[config.mk]
export PLATFORM = sky130hd
export DESIGN_NAME = matrix_keypad_scan_entry
export DESIGN_NICKNAME = d
export VERILOG_FILES = /design/src/hdl/mkse_pkg.sv /design/src/hdl/mkse_step.sv /design/src/hdl/matrix_keypad_scan_entry.sv
export SDC_FILE = /design/constraint.sdc
export NUM_CORES = 1
export LEC_CHECK = 0
export BUFFER_PORTS_ARGS = -buffer_cell sky130_fd_sc_hd__buf_2
export CORE_ASPECT_RATIO = 0.9
export CORE_UTILIZATION = 53
export CTS_CLUSTER_SIZE = 12
export DETAILED_ROUTE_END_ITERATION = 6
export PLACE_DENSITY_LB_ADDON = 0.1
export SLEW_MARGIN = 25
export SYNTH_ARGS = -nofsm -noshare
export SYNTH_HDL_FRONTEND = slang
export SYNTH_SLANG_ARGS = --single-unit
[constraint.sdc]
create_clock -name clk -period 6.3 [get_ports clk]
set_clock_uncertainty 0.2 [all_clocks]
set_input_delay 1.26 -clock clk [delete_from_list [all_inputs] [get_ports clk]]
set_output_delay 1.26 -clock clk [all_outputs]
set_load 0.02 [all_outputs]
[src/hdl/mkse_pkg.sv]
package mkse_pkg;

	localparam int unsigned NumRows    = 4;
	localparam int unsigned RowW       = 2;
	localparam int unsigned ColW       = 4;
	localparam int unsigned KeyW       = 4;
	localparam int unsigned ValueW     = 7;
	localparam int unsigned CountW     = 2;
	localparam int unsigned ApbAddrW   = 3;
	localparam int unsigned ApbDataW   = 32;

	// register index, taken from paddr[2]
	localparam logic RegEntryMode = 1'b0;

	localparam logic [KeyW-1:0]   KeyEnter    = 4'd12;
	localparam logic [KeyW-1:0]   KeyClear    = 4'd13;
	localparam logic [KeyW-1:0]   KeyLastDig  = 4'd9;
	localparam logic [CountW-1:0] CountSat    = 2'd3;

	localparam logic ModeSingle = 1'b0;
	localparam logic ModeNumber = 1'b1;

	typedef struct packed {
		logic [RowW-1:0]   scan_row;
		logic [NumRows-1:0] row_pressed;
		logic [CountW-1:0] digit_count;
		logic [KeyW-1:0]   first_digit;
		logic [ValueW-1:0] entered_number;
	} mkse_state_t;

	typedef struct packed {
		logic [NumRows-1:0] row_drive;
		logic               new_press;
		logic [KeyW-1:0]    key_code;
		logic               done_res;
		logic [ValueW-1:0]  result_value;
		logic               display_update;
		logic [ValueW-1:0]  display_value;
	} mkse_result_t;

	// key layout, row by row, column bit 0..3
	function automatic logic [KeyW-1:0] key_lookup(input logic [RowW-1:0] row,
			input logic [1:0] col);
		logic [KeyW-1:0] k;
		unique case ({row, col})
			4'h0: k = 4'd1;
			4'h1: k = 4'd4;
			4'h2: k = 4'd7;
			4'h3: k = 4'd10;
			4'h4: k = 4'd2;
			4'h5: k = 4'd5;
			4'h6: k = 4'd8;
			4'h7: k = 4'd0;
			4'h8: k = 4'd3;
			4'h9: k = 4'd6;
			4'hA: k = 4'd9;
			4'hB: k = 4'd11;
			4'hC: k = 4'd12;
			4'hD: k = 4'd13;
			4'hE: k = 4'd14;
			default: k = 4'd15;
		endcase
		return k;
	endfunction

endpackage

[src/hdl/mkse_step.sv]
module mkse_step (
	input  logic                                  entry_mode,
	input  logic [mkse_pkg::ColW-1:0]             sample,
	input  mkse_pkg::mkse_state_t                 cur,
	output mkse_pkg::mkse_state_t                 nxt,
	output mkse_pkg::mkse_result_t                res
);

	logic [mkse_pkg::RowW-1:0]    row;
	logic [mkse_pkg::NumRows-1:0] row_bit;
	logic                         one_hot;
	logic [1:0]                   col;
	logic [mkse_pkg::KeyW-1:0]    key;
	logic                         press;
	logic [mkse_pkg::ValueW-1:0]  two_digit;

	assign row     = cur.scan_row;
	assign row_bit = mkse_pkg::NumRows'(1) << row;

	always_comb begin
		one_hot = 1'b1;
		col     = 2'd0;
		unique case (sample)
			4'b0001: col = 2'd0;
			4'b0010: col = 2'd1;
			4'b0100: col = 2'd2;
			4'b1000: col = 2'd3;
			default: one_hot = 1'b0;
		endcase
	end

	assign key = mkse_pkg::key_lookup(row, col);

	// tens digit times ten as two shifts
	assign two_digit = {cur.first_digit, 3'b000} + {2'b00, cur.first_digit, 1'b0}
		+ {3'b000, key};

	always_comb begin
		nxt   = cur;
		res   = '0;
		press = 1'b0;

		if (one_hot) begin
			nxt.row_pressed = cur.row_pressed | row_bit;
			press = (cur.row_pressed & row_bit) == '0;
		end else begin
			nxt.row_pressed = cur.row_pressed & ~row_bit;
		end
		nxt.scan_row = row + mkse_pkg::RowW'(1);

		res.new_press = press;
		if (press) begin
			res.key_code = key;
			priority if (entry_mode == mkse_pkg::ModeSingle) begin
				res.done_res     = 1'b1;
				res.result_value = {3'b000, key};
			end else if (key == mkse_pkg::KeyEnter) begin
				res.done_res     = 1'b1;
				res.result_value = cur.entered_number;
			end else if (key == mkse_pkg::KeyClear) begin
				nxt.digit_count    = '0;
				nxt.first_digit    = '0;
				nxt.entered_number = '0;
				res.display_update = 1'b1;
			end else if (key <= mkse_pkg::KeyLastDig) begin
				if (cur.digit_count == 2'd0) begin
					nxt.first_digit    = key;
					res.display_update = 1'b1;
					res.display_value  = {3'b000, key};
				end else if (cur.digit_count == 2'd1) begin
					nxt.entered_number = two_digit;
					res.display_update = 1'b1;
					res.display_value  = two_digit;
				end
				if (cur.digit_count != mkse_pkg::CountSat) begin
					nxt.digit_count = cur.digit_count + 2'd1;
				end
			end
		end

		// session end wipes flags and entry, scan back to first row
		if (res.done_res) begin
			nxt = '0;
		end
		res.row_drive = mkse_pkg::NumRows'(1) << nxt.scan_row;
	end

endmodule

[src/hdl/matrix_keypad_scan_entry.sv]
// Channel   Direction  Handshake                     Payload
// cfg       in/out     APB psel/penable/pwrite       entry_mode at paddr 0
// sample    in         sample_valid/sample_ready     column_sample
// result    out        result_valid/result_ready     row_drive .. display_value
//
// One sample per cycle while sample_ready is high; each word gives its result in the cycle after acceptance.
// The step logic sits between the scan state and a single result register.
// sample_ready is high while the result register is empty or being drained.
// Reset clears the scan state, the mode and result_valid; no clearing pass.
module matrix_keypad_scan_entry (
	input  logic                                 clk,
	input  logic                                 arst_n,
	input  logic                                 psel,
	input  logic                                 penable,
	input  logic                                 pwrite,
	input  logic [mkse_pkg::ApbAddrW-1:0]        paddr,
	input  logic [mkse_pkg::ApbDataW-1:0]        pwdata,
	output logic [mkse_pkg::ApbDataW-1:0]        prdata,
	output logic                                 pready,
	input  logic                                 sample_valid,
	output logic                                 sample_ready,
	input  logic [mkse_pkg::ColW-1:0]            column_sample,
	output logic                                 result_valid,
	input  logic                                 result_ready,
	output logic [mkse_pkg::NumRows-1:0]         row_drive,
	output logic                                 new_press,
	output logic [mkse_pkg::KeyW-1:0]            key_code,
	output logic                                 done_res,
	output logic [mkse_pkg::ValueW-1:0]          result_value,
	output logic                                 display_update,
	output logic [mkse_pkg::ValueW-1:0]          display_value
);

	logic                   entry_mode_q;
	mkse_pkg::mkse_state_t  state_q;
	mkse_pkg::mkse_state_t  state_nxt;
	mkse_pkg::mkse_result_t step_res;
	mkse_pkg::mkse_result_t res_q;
	logic                   res_valid_q;
	logic                   take;

	assign pready = 1'b1;
	assign prdata = (paddr[2] == mkse_pkg::RegEntryMode)
		? {{(mkse_pkg::ApbDataW-1){1'b0}}, entry_mode_q} : '0;

	always_ff @(posedge clk or negedge arst_n) begin
		if (!arst_n) begin
			entry_mode_q <= mkse_pkg::ModeSingle;
		end else if (psel && penable && pwrite && paddr[2] == mkse_pkg::RegEntryMode) begin
			entry_mode_q <= pwdata[0];
		end
	end

	assign sample_ready = !res_valid_q || result_ready;
	assign take         = sample_valid && sample_ready;

	mkse_step u_step (
		.entry_mode (entry_mode_q),
		.sample     (column_sample),
		.cur        (state_q),
		.nxt        (state_nxt),
		.res        (step_res)
	);

	always_ff @(posedge clk or negedge arst_n) begin
		if (!arst_n) begin
			state_q     <= '0;
			res_valid_q <= 1'b0;
		end else begin
			if (take) begin
				state_q <= state_nxt;
			end
			if (take) begin
				res_valid_q <= 1'b1;
			end else if (result_ready) begin
				res_valid_q <= 1'b0;
			end
		end
	end

	always_ff @(posedge clk) begin
		if (take) begin
			res_q <= step_res;
		end
	end

	assign result_valid   = res_valid_q;
	assign row_drive      = res_q.row_drive;
	assign new_press      = res_q.new_press;
	assign key_code       = res_q.key_code;
	assign done_res       = res_q.done_res;
	assign result_value   = res_q.result_value;
	assign display_update = res_q.display_update;
	assign display_value  = res_q.display_value;

	a_row_onehot: assert property (@(posedge clk) disable iff (!arst_n)
		result_valid |-> $onehot(row_drive))
		else $error("row_drive not one-hot");

	a_done_no_disp: assert property (@(posedge clk) disable iff (!arst_n)
		result_valid && done_res |-> !display_update && new_press)
		else $error("session end without press or with display update");

	a_no_press_quiet: assert property (@(posedge clk) disable iff (!arst_n)
		result_valid && !new_press |-> key_code == '0 && !done_res && !display_update)
		else $error("activity without a new press");

	a_session_clear: assert property (@(posedge clk) disable iff (!arst_n)
		take && step_res.done_res |=> state_q == '0)
		else $error("scan state not cleared after session end");

endmodule
**Word-level counts from Yosys, hierarchy flattened**

Memory sizes are Yosys's and may differ from the RTL's.
Cells that the tools add are included.

- $add $sub $neg: 4
- Multiply operators: 0
- Div/mod/pow operators: 0
- Magnitude comparators: 1
- Eq/ne operators: 10
- Shifts and indexed selects: 2
- Muxes and demuxes: 27
- Bitwise gates (word level): 9
- Reductions and logical operators: 23

Operators with widths:

| kind | number |
|---|---|
| $mux W13 | 5 |
| $mux W8 | 7 |
| $mux W7 | 3 |
| $mux W19 | 1 |
| $mux W16 | 1 |
| $eq A4 B4 Y1 const B | 3 |
| $reduce_and A6 Y1 | 2 |
| $reduce_bool A3 Y1 | 4 |
| $and A4 B4 Y4 | 2 |
| $mux W4 | 2 |
| $shl A1 B2 Y4 const A | 2 |
| $add A7 B4 Y7 | 1 |
| $add A7 B5 Y7 | 1 |
| $reduce_and A7 Y1 | 1 |
| $reduce_or A7 Y1 | 1 |
| $mux W1 | 6 |
| $pmux W2 S3 | 1 |
| $reduce_bool A2 Y1 | 3 |
| $not A1 Y1 | 5 |
| $reduce_or A5 Y1 | 1 |
| $add A2 B1 Y2 const B | 2 |
| $eq A4 B1 Y1 const B | 1 |
| $eq A4 B2 Y1 const B | 1 |
| $eq A4 B3 Y1 const B | 1 |
| 15 further kinds | 19 |

- Bits in registers: 46
- Latch bits: 0
- Bits in writable memories: 0
- Bits in read-only memories: 64
- Input port bits: 46
- Output and inout port bits: 60
- Logic and storage cells: 93
- Memories: 1

Memories:

| memory | words | width | read ports | clocked after memory_dff | write ports | RTL line | text |
|---|---|---|---|---|---|---|---|
| (no name shown) | 16 | 4 | 1 | 0 | 0 | mkse_pkg.sv:45 | `unique case ({row, col})` |

**Logic depth before layout (Yosys ltp)**

An unclocked memory read counts as a cell.

- Depth after elaboration: 13
- Gate-level depth with buffers: 15
- Gate-level depth less buffers: 15

**Modules after synthesis**

From an unflattened synthesis, not the netlist that was laid out.

- Cell total of the unflattened synthesis: 274
- Area, all modules: 3113.0 sq um

Modules (own cells, without submodules):

| module | instances | cells an instance | area an instance (sq um) | sequential area each (sq um) |
|---|---|---|---|---|
| matrix_keypad_scan_entry | 1 | 108 | 1888.1 | 1276.2 |
| mkse_step | 1 | 166 | 1224.9 | 0.0 |

**Worst setup path after synthesis**

OpenSTA, ideal clock, no wires.

- Kind: in2reg
- From: input column_sample[0] in the netlist's numbering
- To: register res_q (netlist bit display_value[6]), data pin
- Library setup time: 0.274 ns
- Data arrival time: 3.972 ns
- Required time: 5.826 ns
- Path slack: 1.854 ns
- Stages: 14
- Buffers on the path: 0
- Cells stage by stage: nor2_1 nand2_1 ha_1 mux2_2 o21ai_0 inv_1 ha_1 ha_1 fa_1 a21o_1 a21oi_1 xnor2_1 nand2_1 nor2_1

- Cells in the longest elaborated chain, start to end: 6
- Elaborated cells between the ends (all ways): 16
- Classes of those cells: 1 x add/sub; 1 x order compare; 6 x eq/ne; 3 x mux; 2 x bitwise; 2 x reduce/logical; 1 x memory

Ends and longest elaborated chain:

| element | RTL line | text |
|---|---|---|
| start: declaration | matrix_keypad_scan_entry.sv:22 | `input logic [mkse_pkg::ColW-1:0] column_sample,` |
| $eq A4 B4 Y1 (tied with other cells) | mkse_step.sv:23 | `unique case (sample)` |
| $pmux W2 S3 * | mkse_step.sv:23 |  |
| $mem_v2 Z16 W4 * | - |  |
| via u_step.key, one bit | mkse_step.sv:13 | `logic [mkse_pkg::KeyW-1:0] key;` |
| $le A4 B4 Y1 | mkse_step.sv:65 | `end else if (key <= mkse_pkg::KeyLastDig) begin` |
| $not A1 Y1 (no line) | - |  |
| $reduce_or A7 Y1 (no line) | - |  |
| end signal: assignment | matrix_keypad_scan_entry.sv:83 | `res_q <= step_res;` |
| end: declaration | matrix_keypad_scan_entry.sv:38 | `mkse_pkg::mkse_result_t res_q;` |

Mark *: on every way through the listed nets, which the timed path passes. The rest lies on a longest branch.
A chain may end at the register's enable or synchronous reset.

**Worst setup path after layout**

- From: input column_sample[0] in the netlist's numbering
- To: register res_q (netlist bit display_value[6]), data pin

- Cells in the longest elaborated chain, start to end: 6
- Elaborated cells between the ends (all ways): 16
- Classes of those cells: 1 x add/sub; 1 x order compare; 6 x eq/ne; 3 x mux; 2 x bitwise; 2 x reduce/logical; 1 x memory

Ends and longest elaborated chain:

| element | RTL line |
|---|---|
| $eq A4 B4 Y1 (tied with other cells) | mkse_step.sv:23 |
| $pmux W2 S3 / $reduce_or A4 Y1 (equally long branches) | - |
| $mem_v2 Z16 W4 / $mux W1 (equally long branches) | - |
| $le A4 B4 Y1 / $mux W1 (equally long branches) | mkse_step.sv:65, mkse_step.sv:43 |
| $not A1 Y1 (no line) | - |
| $reduce_or A7 Y1 (no line) | - |

Parallel ways exist; a longest one is shown, timed or not.

==> results_dict.tcl <==
set metrics [dict create \
    std_cell_rows 24 \
    arrival_ns 4.37 \
    fin_crit_ns 4.417 \
    max_freq_mhz 226.4 \
    vias_per_cell 5.277 \
    cp.buffers_inverters 2 \
    antenna_cells 0 \
    dieWidth_um 78.62 \
    multi_input_area_um2 1284 \
    wl_per_cell_um 13.62 \
    ys_warn_count 0 \
    dp_slack_ns 1.589 \
    drt-total-wl_mm 4.916 \
    n_fill_cell 429 \
    crit_top_cell "nor2_1" \
    p_leak_nw 1.391 \
    avgSynthCellArea_um2 10.90 \
    initial_core_util 0.5652 \
    path_clk_slew_ns 0.09 \
    worstMarginPinSlew_ns 1.003 \
    synth_flop_cell "edfxtp_1" \
    dpl.hpwl_mm 3.573 \
    cts_tree "yes" \
    grt_pass1_wl_mm 8.031 \
    drv_cap 0 \
    cts_buffers 5 \
    cts_root_buf "clkbuf_8" \
    slowest_delay_ns 0.52 \
    boundaryPins 106 \
    start_kind "primary input" \
    maxSlewViolCount 0 \
    via_count 1905 \
    critPathRequiredTime_ns 6.25 \
    nNetsFinal 362 \
    drc 0 \
    hold_viol 0 \
    dieArea_um2 5578 \
    overflow 0 \
    syn_inst 257 \
    clk_latency_ns 0.30 \
    antenna_found_initial 0 \
    synthArstFlopShare 0.4565 \
    ctsHoldBuffers 0 \
    drt-initial-drc-count 174 \
    cts_resized 0 \
    grt_pass1_vias 1646 \
    grt_max_degree 37 \
    cts_max_level 2 \
    slowest_stage "fa_1" \
    worstSetupPathType "primary input to flop" \
    maxSlewHeadroom 0.3301 \
    fp.dieH_um 70.96 \
    hold_class "flop to flop" \
    fin_util 0.6056 \
    gp_congestion 0.7790 \
    port_buffers 40 \
    final.setup.tns_ns 0 \
    core_area_um2 4955 \
    first_pass_iters 4 \
    track_usage 0.1878 \
    seq_area_frac_synth 0.4558 \
    area_delta_synth_final_pct 7.149 \
    ant_nets 0 \
    cts_sinks 46 \
    path_delay_family "adder cells" \
    r2r_slack_ns 2.90 \
    cp_max_fo 6 \
    power.density_nw_per_um2 381.9 \
    grt_setup_unrepaired "false" \
    synth_cell_type_count 50 \
    status "completed" \
    netlist_area_um2 2800 \
    synth_edf_count 25 \
    final-setup-viol-count 0 \
    post_cts_buffers 0 \
    cts_buffer_depth 2 \
    endpoint_kind "flop" \
    layout-drive-gt1-share 0.2061 \
    vdd_drop_max_uv 158.1 \
    fin_ws_ns 1.883 \
    period_share 0.7011 \
    path_cells "buf_2 -> nor2_1 -> nand2_1 -> inv_1 -> ha_1 -> nor2_1 -> a21oi_1 -> and2_1 -> fa_1 -> fa_1 -> a21o_1 -> a21oi_1 -> xnor2_1 -> nand2_1 -> nor2_1" \
    synth-seq-cells 46 \
    regArea_um2 1276 \
]
metal layers:
metal  vias up  GRT usage  wire [µm]
li1        938          -          -
met1       883     0.2793       2431
met2        82     0.2773       2147
met3         2    0.03226        301
met4         0    0.06584         36
met5         -          0          0
worst reg2reg max path, delay by kind of cell, from the launching register on:
| kind | cells | cell delay [ns] |
|---|---|---|
| flops | 1 | 0.55 |
| compound gates | 4 | 0.93 |
| buf+inv | 1 | 0.16 |
| fa+ha+maj | 3 | 0.84 |
| xor+xnor | 1 | 0.16 |
| simple gates | 3 | 0.41 |
flip-flops by register name, indices dropped and copies added, names as in the netlist:
register / count
display_update: 1
display_value: 7
done_res: 1
entry_mode_q: 1
key_code: 4
new_press: 1
result_valid: 1
result_value: 7
row_drive: 4
state_q: 19
synth_stat cells, types with 3 or more instances:
cell,count,area share
a21o_1,3,0.0080
a21oi_1,6,0.011
a22o_1,3,0.0094
a22oi_1,5,0.013
a31oi_1,3,0.0067
a32o_1,7,0.025
and2_1,8,0.018
and3_1,6,0.013
buf_4,32,0.086
buf_6,3,0.012
clkbuf_1,4,0.0054
dfrtp_1,21,0.19
edfxtp_1,25,0.27
ha_1,19,0.085
inv_1,11,0.015
nand2_1,16,0.021
nand2b_1,5,0.011
nor2_1,17,0.023
nor3_1,9,0.016
o21ai_0,10,0.018
o41ai_1,4,0.013
xor2_1,3,0.0094
layout by cell type (no fill, tap or decap), types with 3 or more instances in the layout:
| cell | instances |
|---|---|
| a21o_1 | 3 |
| a21oi_1 | 6 |
| a22o_1 | 3 |
| a22oi_1 | 5 |
| a31oi_1 | 3 |
| a32o_1 | 7 |
| and2_1 | 8 |
| and3_1 | 6 |
| buf_2 | 40 |
| clkbuf_8 | 5 |
| conb_1 | 32 |
| dfrtp_1 | 21 |
| edfxtp_1 | 25 |
| ha_1 | 19 |
| inv_1 | 11 |
| nand2_1 | 16 |
| nand2b_1 | 5 |
| nor2_1 | 17 |
| nor3_1 | 9 |
| o21ai_0 | 10 |
| o41ai_1 | 4 |
| xor2_1 | 3 |
power breakdown:
group          internal, mW  switching (mW)  total (mW)
logic                 0.198           0.320       0.518
clock network        0.0780           0.102       0.180
registers             0.392          0.0557       0.448
total                 0.668           0.477        1.15
worst paths after layout:
kind	depth (start not counted)	endpoint	start
max reg2reg	12	display_value[6]	state_q[17]
max in group asynchronous	1	state_q[4]	arst_n
max	15	display_value[6]	column_sample[0]
min reg2reg	2	state_q[16]	state_q[16]
min in group asynchronous	1	result_valid	arst_n
min	2	state_q[16]	state_q[16]
stage by stage:
step | area [µm²] | hold WS, ns | instances | power [mW]
after CTS | 3000 | 0.2918 | 361 | 1.151
after global placement | 2910 | 0.2657 | 353 | 0.9606
final | 3000 | 0.2914 | 361 | 1.146
after global routing | 3000 | 0.3136 | 361 | 1.236
after floorplan | 2913 | 0.2439 | 287 | 0.8758
after detailed placement | 2910 | 0.2660 | 353 | 0.9713
logic make-up (layout without fill, tap and decap cells):
group           after synthesis  after routing  share of synthesized area
xor+xnor                      6              6                    0.02145
compound gates               56             56                     0.1595
other cells                   2             32                   0.002682
flops                        46             46                     0.4558
simple gates                 69             69                     0.1238
fa+ha+maj                    21             21                    0.09920
mux                           3              3                    0.01162
buf+inv                      54             63                     0.1260
layout make-up:
| type | count | area share |
|---|---|---|
| Clock buffer | 5 | 0.02294 |
| Clock inverter | 3 | 0.007089 |
| Inverter | 13 | 0.01793 |
| Multi-Input combinational cell | 187 | 0.4279 |
| Sequential cell | 46 | 0.4254 |
| Tap cell | 65 | 0.02711 |
| Timing Repair Buffer | 42 | 0.07173 |
Power figures use the tool's default switching activity.
